**src/hdl/tcd_pkg.sv**
```systemverilog
// ----------------------------------------------------------------------------
// tcd_pkg
// Shared types and constants for the degree-input Taylor cosine block.
// ----------------------------------------------------------------------------
package tcd_pkg;

    // Internal working format: magnitudes with 48 fraction bits
    localparam int          WORK_FRAC = 48;
    localparam logic [63:0] ONE_Q48   = 64'd1 << WORK_FRAC;

    // round(3.141592 / 180 * 2^40); |angle_q8| * PI_DEG_Q40 gives |x| in Q48
    localparam logic [63:0] PI_DEG_Q40 =
        ((64'd3141592 << 40) + 64'd90000000) / 64'd180000000;
    localparam int          PI_DEG_W   = 35;

    localparam int          ANGLE_W    = 18;
    localparam int          VALUE_W    = 32;
    localparam int          NTERMS_W   = 5;
    localparam logic [NTERMS_W-1:0] NTERMS_RESET = 5'd8;

    typedef struct packed {
        logic signed [ANGLE_W-1:0] angle_degrees;
    } t_in_item;

    typedef struct packed {
        logic signed [VALUE_W-1:0] cosine_value;
        logic                      saturated;
    } t_out_item;

    // Multiplier operand selection
    typedef enum logic [1:0] {
        OP_SQ       = 2'd0,   // xmag * xmag
        OP_X2_RECIP = 2'd1,   // x2 * recip[i]
        OP_TERM_RES = 2'd2    // term * previous product
    } t_op;

    typedef struct packed {
        logic load;       // take a new angle
        t_op  op;
        logic cap_x2;     // capture x^2, seed term and accumulator
        logic acc_one;    // seed accumulator with term 0 (else zero)
        logic cap_term;   // capture next term and accumulate
        logic out_load;   // load the output register
    } t_cmd;

endpackage

```
**src/hdl/tcd_ctrl.sv**
```systemverilog
// ----------------------------------------------------------------------------
// tcd_ctrl
// Sequencer: term count register, term counter and the series state machine.
// ----------------------------------------------------------------------------
module tcd_ctrl #(
    parameter int MAX_TERMS = 16
) (
    input  logic                                 i_clk,
    input  logic                                 i_rst_n,
    input  logic                                 i_cfg_we,
    input  logic [tcd_pkg::NTERMS_W-1:0]         i_cfg_data,
    input  logic                                 i_in_valid,
    output logic                                 o_in_ready,
    input  logic                                 i_out_free,
    output tcd_pkg::t_cmd                        o_cmd,
    output logic [$clog2(MAX_TERMS+1)-1:0]       o_recip_idx
);
    localparam int CW = $clog2(MAX_TERMS + 1);

    typedef enum logic [9:0] {
        S_IDLE   = 10'b0000000001,
        S_SQ     = 10'b0000000010,
        S_SQ_W   = 10'b0000000100,
        S_SQ_CAP = 10'b0000001000,
        S_R      = 10'b0000010000,
        S_R_W    = 10'b0000100000,
        S_R_CAP  = 10'b0001000000,
        S_T_W    = 10'b0010000000,
        S_T_CAP  = 10'b0100000000,
        S_OUT    = 10'b1000000000
    } t_state;

    t_state                      r_state, n_state;
    logic [tcd_pkg::NTERMS_W-1:0] r_num_terms;
    logic [CW-1:0]               r_n, n_n;
    logic [CW-1:0]               r_i, n_i;
    logic                        w_clip;

    assign w_clip = ({1'b0, r_num_terms} > 6'(MAX_TERMS));

    always_ff @(posedge i_clk) begin
        if (!i_rst_n) begin
            r_num_terms <= tcd_pkg::NTERMS_RESET;
        end else if (i_cfg_we) begin
            r_num_terms <= i_cfg_data;
        end
    end

    always_comb begin
        n_state     = r_state;
        n_n         = r_n;
        n_i         = r_i;
        o_in_ready  = 1'b0;
        o_cmd       = '0;
        o_cmd.op    = tcd_pkg::OP_SQ;
        unique case (r_state)
            S_IDLE: begin
                o_in_ready = 1'b1;
                if (i_in_valid) begin
                    o_cmd.load = 1'b1;
                    n_n        = w_clip ? CW'(MAX_TERMS) : CW'(r_num_terms);
                    n_state    = S_SQ;
                end
            end
            S_SQ: begin
                o_cmd.op = tcd_pkg::OP_SQ;
                n_state  = S_SQ_W;
            end
            S_SQ_W: begin
                n_state = S_SQ_CAP;
            end
            S_SQ_CAP: begin
                o_cmd.cap_x2  = 1'b1;
                o_cmd.acc_one = (r_n != '0);
                n_i           = CW'(1);
                n_state       = (r_n <= CW'(1)) ? S_OUT : S_R;
            end
            S_R: begin
                o_cmd.op = tcd_pkg::OP_X2_RECIP;
                n_state  = S_R_W;
            end
            S_R_W: begin
                n_state = S_R_CAP;
            end
            S_R_CAP: begin
                // product now holds r_i; chain it straight into the term multiply
                o_cmd.op = tcd_pkg::OP_TERM_RES;
                n_state  = S_T_W;
            end
            S_T_W: begin
                n_state = S_T_CAP;
            end
            S_T_CAP: begin
                o_cmd.cap_term = 1'b1;
                if ((r_i + CW'(1)) == r_n) begin
                    n_state = S_OUT;
                end else begin
                    n_i     = r_i + CW'(1);
                    n_state = S_R;
                end
            end
            S_OUT: begin
                if (i_out_free) begin
                    o_cmd.out_load = 1'b1;
                    n_state        = S_IDLE;
                end
            end
            default: begin
                n_state = S_IDLE;
            end
        endcase
    end

    assign o_recip_idx = r_i;

    always_ff @(posedge i_clk) begin
        if (!i_rst_n) begin
            r_state <= S_IDLE;
            r_n     <= '0;
            r_i     <= '0;
        end else begin
            r_state <= n_state;
            r_n     <= n_n;
            r_i     <= n_i;
        end
    end

    a_accept_starts: assert property (@(posedge i_clk) disable iff (!i_rst_n)
        (i_in_valid && o_in_ready) |=> (r_state == S_SQ))
        else $error("accepted transaction did not start the series");

    a_idx_range: assert property (@(posedge i_clk) disable iff (!i_rst_n)
        (r_state == S_R) |-> (r_i != '0 && r_i < r_n))
        else $error("term index out of range");

    a_out_free: assert property (@(posedge i_clk) disable iff (!i_rst_n)
        o_cmd.out_load |-> i_out_free)
        else $error("output register loaded while occupied");
endmodule

```
**config.mk**
```make
export PLATFORM = sky130hd
export DESIGN_NAME = tcd_ctrl
export DESIGN_NICKNAME = d
export VERILOG_FILES = /design/src/hdl/tcd_pkg.sv /design/src/hdl/tcd_ctrl.sv
export SDC_FILE = /design/constraint.sdc
export NUM_CORES = 1
export LEC_CHECK = 0
export BUFFER_PORTS_ARGS = -buffer_cell sky130_fd_sc_hd__clkbuf_2
export CORE_MARGIN = 5
export CORE_UTILIZATION = 45
export CTS_BUF_LIST = sky130_fd_sc_hd__clkbuf_4
export DETAILED_ROUTE_END_ITERATION = 10
export MAX_ROUTING_LAYER = met4
export PLACE_DENSITY = 0.67
export SETUP_SLACK_MARGIN = 0.1
export SLEW_MARGIN = 20
export SYNTH_ARGS = -nofsm -noshare
export SYNTH_HDL_FRONTEND = slang
export SYNTH_SLANG_ARGS = --single-unit
```
**constraint.sdc**
```tcl
create_clock -name i_clk -period 2.8 [get_ports i_clk]
set_clock_uncertainty 0.1 [all_clocks]
set_input_delay 0.28 -clock i_clk [delete_from_list [all_inputs] [get_ports i_clk]]
set_output_delay 0.28 -clock i_clk [all_outputs]
set_load 0.05 [all_outputs]
```
[Word-level counts from Yosys, hierarchy flattened]
Cells that the tools add are included.
Storage, ports and cells
  register bits: 25
  bits of input ports: 10
  output and inout port bits: 13
  word-level logic and storage cells: 42
Cells by class
  add/sub/neg operators: 1
  magnitude comparators: 2
  equal/unequal tests: 14
  muxes and demuxes: 16
  reduce and logical (&&, ||, !) cells: 5
Operators with widths (count)
  $pmux 10 s10: 1
  $mux 10: 4
  $eq 10x1->1 const B: 1
  $eq 10x10->1 const B: 1
  $eq 10x2->1 const B: 1
  $eq 10x3->1 const B: 1
  $eq 10x4->1 const B: 1
  $eq 10x5->1 const B: 1
  $eq 10x6->1 const B: 1
  $eq 10x7->1 const B: 1
  $eq 10x8->1 const B: 1
  $eq 10x9->1 const B: 1
  $mux 5: 2
  $pmux 5 s2: 1
  $mux 1: 6
  $ne 2x2->1 const B: 3
  $reduce_and 2->1: 3
  $add 5x1->5 const B: 1
  $eq 5x5->1: 1
  $gt 5x5->1 const B: 1
  $le 5x1->1 const B: 1
  $reduce_bool 5->1: 1
  $pmux 2 s2: 1
  $mux 2: 1
  $reduce_bool 2->1: 1

[Logic depth before layout (Yosys ltp)]
Gate-level depths: netlist (run 1).
  word-level depth: 4
  depth in mapped cells: 7
  mapped depth without buffers: 6

[Worst setup path after synthesis (run 1)]
Ideal clock, no wire load.
  path type: reg-to-reg
  from: reg r_state[2]
  to: reg r_state[7]
  setup time: 0.067 ns
  arrival: 2.661 ns
  data required time: 2.633 ns
  path slack: -0.028 ns
  stages on the path, launching flop included: 5
  buffers on the path: 0
  period minus slack after synthesis: 2.828 ns
  cells stage by stage: dfxtp_1 nor3_1 nand2_1 nor4_1 and2_1
Between the ends
  longest elaborated chain between the ends: 3
  elaborated cells between the ends (all ways): 14
  those cells by class: eq/ne: 12; mux: 1; reduce/logical: 1
RTL lines
  from (decl): line tcd_ctrl.sv:33  | t_state r_state, n_state;
  from (signal assigned): line tcd_ctrl.sv:122  | r_state <= n_state;
  $eq 10x10->1 or $eq 10x1->1 (tied branches): line tcd_ctrl.sv:56  | unique case (r_state)
  $ne 2x2->1 (no source line)
  $reduce_and 2->1 (no source line)
Several ways; a longest one is shown, not always the timed one.
A chain may end at the register's enable or synchronous reset.

==> results by group, run 1 <==
Critical path
  – WP buf/inv: 2
  – CP max-delay cell: nor3_1
  – Kind of critical path: flip-flop to output pin
  – CP Data Required Time: 2.42 ns
  – CP delay by family, top: simple AND/OR/NAND/NOR gates
  – Setup crit end kind: output pin
  – R2R Path Start: o_recip_idx[0]
  – Critical Path Source: r_state[3]
  – Max FO, Critical Path: 7
  – Worst Path Arrival: 2.06 ns
  – CP Launch Type: flip-flop
  – Crit-path cells: nor3_1 -> and4b_1 -> nand2_2 -> clkinv_2 -> clkbuf_2
  – Peak per-stage delay on the critical path: 0.47 ns

Clock network
  – Total CTS buffers: 3
  – Maximum buffer depth of the clock tree: 2
  – CTS tree: done
  – Cts repair resizes: 0
  – Setup Buffers After CTS: 0
  – H-Tree Depth: 1
  – Clk root buf: clkbuf_4
  – Sinks on Clock Net: 25
  – Later-pin clock latency in the skew report: 0.31 ns
  – Cts hold-fix bufs: 0
  – Reg clk slew, reported paths: 0.13 ns

Finish
  – Area of the multi-input gates: ~700 um2
  – NumNets Final: approximately 180
  – Ant. Diodes: 0
  – Final Non-Filler Cells: 198
  – Layout cells sized above 1: 20.4%
  – Final Util: 52.1%
  – FF+latch area: 500 um2
  – Synthesis-to-layout area growth: 13.0%
  – Fill count: 276

Yosys
  – Mapped cell area: 1250 um2
  – Compound-Gate Fraction of Synth Area: 13.0%
  – Mapped Cells: between 100 and 150
  – Most common flop cell mapped by yosys: dfxtp_1
  – Adder-Cell Fraction of Synth Area: 1.00%
  – Largest family of logic cells by synthesized area: simple AND/OR/NAND/NOR gates
  – Yosys warning count: 0
  – Unique masters post-synth: 39
  – Post-synthesis sequential area ratio: 40.1%
  – Ys async rst share: 0%
  – Flops & latches, synth: 25
  – Mean post-synth cell area: 8.61 um2
  – Synthesized Nets: approximately 160
  – Post-synth EDFFs: 0
  – Post-Synth XOR/XNOR Area: 6.81%
  – Post-synthesis mux area share: 4.01%
  – Simple-Gate Fraction of Synth Area: 31.4%

Run
  – Max Cap Viol: 0

Floorplanning
  – I/O pin count: 23
  – DIE HEIGHT: ~63 um
  – Initial Util: between 40% and 50%
  – Die width: 62.7 um
  – Die ar.: 3930 um2
  – Core area: 2710 um2
  – Row count: 19

Hold path
  – Hold Path Class: primary input to flip-flop
  – Beginning of the worst hold path: i_cfg_data[3]

Power
  – Flop pwr share: 60.5%
  – Int Power: 453 uW
  – PwrDens: around 440 nW/um2
  – Clock group share of total power: 25.6%
  – P_leak: 0.000574 uW
  – Sw frac: between 20 and 30%
  – Max IR drop VDD: 332 uV
  – Gate power share: between 10 and 15%
  – Sw Pwr: 171 uW

STA
  – Relative slew margins: 64.7%
  – Crit path time final: 2.44 ns
  – Fin crit share: between 80% and 90%
  – RSZ-0062 raised after global routing: false
  – Final Max Tran Viols: 0
  – Fmax: 0.410 GHz
  – Slew @ Worst Pin: 0.525 ns
  – Final hold vios: 0
  – Setup TNS: 0 ns
  – Final setup viols: 0

Placed design
  – DP Wirelength: approximately 2000 um
  – Placed instance count: 194
  – Buffers on Ports: 22
  – GPL Wtd Cong: 0.838

Global routing
  – First-pass GRT wire length: 4600 um
  – Vias in the first global route: 1063
  – Largest net degree at the start of global routing: 17
  – Total track usage: 14.3%
  – GRT overflow: 0
  – Initial antenna violation count: 0

Route
  – ANT nets after route: 0
  – DRC marker count from the first detailed-route iteration: 70
  – Drc violations: 0
  – Total number of vias: 1075
  – Initial DRT Pass Iterations: 4
  – Wire length per cell: 12.9 um
  – WL final: 2560 um
  – Vias per cell: 5.43

Status
  – Status: finished, final reports clean
==> synthesized netlist by cell type (all sizes together), types with 3 or more instances <==
| cell | instances | share of area (%) |
|---|---|---|
| dfxtp | 25 | 40 |
| nand2 | 15 | 4.7 |
| nor2 | 15 | 4.5 |
| a21oi | 12 | 5.1 |
| nand3 | 7 | 2.8 |
| nor4 | 6 | 4.2 |
| inv | 5 | 1.5 |
| mux2i | 5 | 4.0 |
| o21ai | 5 | 2.0 |
| xnor2 | 5 | 3.5 |
| nand2b | 4 | 2.0 |
| nand3b | 4 | 2.4 |
| nand4 | 4 | 2.0 |
| a21o | 3 | 1.8 |
| clkbuf | 3 | 0.90 |
| nor3 | 3 | 1.6 |
==> state kept, by name (all words and copies together), names as in the netlist <==
| signal | count |
|---|---|
| r_num_terms | 5 |
| r_n | 5 |
| r_state | 10 |
| o_recip_idx | 5 |
==> cells in the final DEF, fill, tap and decap left out, types with 2 or more instances in the layout <==
master,instances
dfxtp_1,25
clkbuf_2,22
nor2_1,15
nand2_1,14
a21oi_1,11
nand3_1,7
inv_1,5
xnor2_1,5
o21ai_0,5
mux2i_1,5
nor4_1,4
nand2b_1,4
nand4_1,4
nand3b_1,4
a21o_1,3
clkbuf_4,3
nor2b_1,2
nor3_1,2
and2_1,2
or2_2,2
xor2_1,2
or2b_1,2
==> power groups by stage <==
stage                     Clock (uW)  Sequential [uW]  Combinational (uW)
after floorplan                    0              382                68.0
after global placement             0              385                86.8
after detailed placement           0              385                87.5
after CTS                        171              377                87.9
after global routing             189              379                96.9
final                            160              377                86.8
==> layer usage <==
metal / routed length, um / up-vias / track usage (%)
li1: - / 559 / -
met1: 1210 / 481 / 17.6
met2: 1170 / 31 / 22.3
met3: 148 / 4 / 4.50
met4: 29 / 0 / 4.51
met5: 0 / - / -
==> tightest hold or removal path, cell delays in order <==
cell and delay [ns]:
clkbuf_2 0.07, mux2i_1 0.05, nand2_1 0.06
==> kinds of logic (layout without fill, tap and decap cells) <==
group | after synthesis | count (layout)
muxes | 5 | 5
and+or+nand+nor | 70 | 70
xor gates and xnor gates | 8 | 8
buffers and inverters | 10 | 32
adders and majority gates | 1 | 1
AOI/OAI and AO/OA | 26 | 26
DFF | 25 | 25
==> cell type report <==
class,instances,share of cell area [%]
clock buffer,3,1.60
tap,31,2.75
inverter,6,1.68
timing repair buffer,22,7.80
multi-input combinational,110,50.2
clock inverter,1,0.532
sequential,25,35.5
==> stage by stage <==
stage / power (uW) / setup slack [ns] / hold WS [ns] / cell area (um2)
finish: 624 / 0.363 / 0.0685 / 1410
detailed placement: 472 / 0.747 / 0.374 / 1380
floorplan: 450 / 0.584 / 0.308 / 1250
CTS: 636 / 0.349 / 0.0547 / 1410
global placement: 471 / 0.772 / 0.370 / 1380
global route: 665 / 0.165 / 0.0636 / 1410
==> final timing paths <==
check	to	slack (ns)	cells past startpoint
setup / recovery	o_cmd[6]	0.36	5
hold / removal	r_num_terms[3]	0.07	3
setup reg to reg	o_recip_idx[0]	0.76	6
hold reg to reg	r_n[3]	0.39	2
Power figures use the tool's default switching activity.
==> inputs of run 2 (changes only) <==
--- a/config.mk
+++ b/config.mk
@@ -12,6 +12,7 @@
 export DETAILED_ROUTE_END_ITERATION = 10
 export MAX_ROUTING_LAYER = met4
 export PLACE_DENSITY = 0.67
+export REMOVE_ABC_BUFFERS = 1
 export SETUP_SLACK_MARGIN = 0.1
 export SLEW_MARGIN = 20
 export SYNTH_ARGS = -nofsm -noshare
==> run 2 against run 1 <==
Effect of this change: total power rose by 1.9%; worst setup slack improved by 0.0074 ns; sequential share of layout area barely moved; largest power group unchanged; non-clock buffer count did not move; maximum frequency rose by 0.30%; register-to-register slack got worse by 0.06 ns; via count rose by 3.3%; clock power rose by 6%; wire length rose by 7.4%; first-iteration DRC count fell by 34%; sequential cell count did not move.
==> results by group, run 2 (synthesis gave the netlist of run 1 again) <==
Status
  – Status: finished, final reports clean

Route
  – DRC marker count from the first detailed-route iteration: 46
  – WL final: 2750 um
  – Drc violations: 0
  – Initial DRT Pass Iterations: 4
  – Total number of vias: 1110
  – ANT nets after route: 0
  – Wire length per cell: 13.9 um
  – Vias per cell: 5.61

Hold path
  – Hold Path Cell Cnt: 3
  – Beginning of the worst hold path: i_cfg_data[3]
  – Hold Path Class: primary input to flip-flop
  – Min-Delay Endpoint: r_num_terms[3]

Clock network
  – Sinks on Clock Net: 25
  – Cts hold-fix bufs: 0
  – Later-pin clock latency in the skew report: slightly above 0.3 ns
  – CTS tree: done
  – Setup Buffers After CTS: 0
  – Cts repair resizes: 0
  – H-Tree Depth: 1
  – Maximum buffer depth of the clock tree: 2
  – Clk root buf: clkbuf_4
  – Total CTS buffers: 3
  – Reg clk slew, reported paths: 0.13 ns

Critical path
  – Worst R2R Path Depth: 6
  – CP Launch Type: flip-flop
  – Setup crit end kind: output pin
  – R2R setup slack: ~0.70 ns
  – CP Data Required Time: 2.42 ns
  – Worst Path Arrival: roughly 2 ns
  – R2R Path Start: o_recip_idx[0]
  – Kind of critical path: flip-flop to output pin
  – Max FO, Critical Path: 8
  – RR Endpoint: o_recip_idx[0]

Finish
  – Register bank with the most flops: r_state
  – Layout cells sized above 1: 20.4%
  – Highest-count cells in the layout ignoring fill and taps: dfxtp_1 (25), clkbuf_2 (22), nor2_1 (15), nand2_1 (14), a21oi_1 (11)
  – Synthesis-to-layout area growth: 12.9%
  – Commonest non-fill, non-tap cell in the layout: dfxtp_1
  – Ant. Diodes: 0
  – Max FFs per register: 10
  – NumNets Final: 179

STA
  – Setup TNS: 0 ns
  – Slew @ Worst Pin: 0.565 ns
  – Final setup viols: 0
  – Fin crit share: 86.8%
  – Final hold vios: 0
  – Relative slew margins: 62.3%
  – Fmax: 0.412 GHz
  – Worst hold slack: 0.0754 ns
  – Crit path time final: 2.43 ns
  – RSZ-0062 raised after global routing: false
  – Final Max Tran Viols: 0

Floorplanning
  – Die ar.: 3930 um2
  – Core area: about 2700 um2
  – Initial Util: 46.1%
  – I/O pin count: 23
  – Row count: 19
  – Die width: approximately 63 um
  – DIE HEIGHT: 62.7 um

Global routing
  – Initial antenna violation count: 0
  – First-pass GRT wire length: 4690 um
  – Largest net degree at the start of global routing: 17
  – Vias in the first global route: 1036
  – GRT overflow: 0
  – Total track usage: 14.9%

Power
  – PwrDens: 451 nW/um2
  – P_leak: 0.000579 uW
  – Max IR drop VDD: 338 uV

Placed design
  – GPL Wtd Cong: 0.847
  – Buffers on Ports: 22
  – DP Wirelength: 2070 um

Run
  – Max Cap Viol: 0
-- run 2: routing by layer --
metal  part of all wire, %  global-route usage (%)  vias to the layer above
met5                     0                       -                        -
li1                      -                       -                      560
met3                   3.7                    2.52                        4
met2                    49                    24.6                       25
met1                    46                    17.7                      521
met4                   1.3                    6.37                        0
-- run 2: how the worst max path moves through the flow --
stage	from	endpoint	slack [ns]	cells after the start
CTS	r_state[2]	o_cmd[5]	0.32	4
floorplan	r_state[2]	r_state[7]	-0.03	4
detailed placement	r_state[2]	o_cmd[5]	0.69	4
finish	r_state[4]	o_cmd[2]	0.37	4
global route	r_state[4]	o_cmd[2]	0.18	4
global placement	r_state[2]	o_cmd[5]	0.74	4
-- run 2: metrics by stage --
stage	power, uW	instances	instance area, um2	worst slack (ns)	util [%]
after floorplan	446	141	1230	-0.0279	-
after global placement	471	194	1380	0.741	50.7
after detailed placement	473	194	1380	0.693	50.7
after CTS	647	198	1410	0.320	51.8
after global routing	675	198	1410	0.185	52.0
final	635	198	1410	0.370	52.0
-- run 2: area by class of cell --
class,count,area [um2]
clock buffers,4,30.0
fillers,275,1300
inverters,6,23.8
multi-input cells,110,707
flip-flops and latches,25,500
well taps,31,38.8
repair buffers,22,110
-- run 2: critical path: stages (launching register included) --
cell and delay (ns):
dfxtp_1 0.41, nor4_4 0.41, nand4_1 0.39, nor2_1 0.23
clkbuf_2 0.30
-- run 2: report_power, final --
| part | switching, uW | leakage [uW] | internal, uW | total (uW) |
|---|---|---|---|---|
| Sequential | 10.9 | 0.000203 | 367 | 378 |
| Clock | 104 | 0.0000184 | 65.4 | 169 |
| Combinational | 56.7 | 0.000357 | 31.5 | 88.2 |
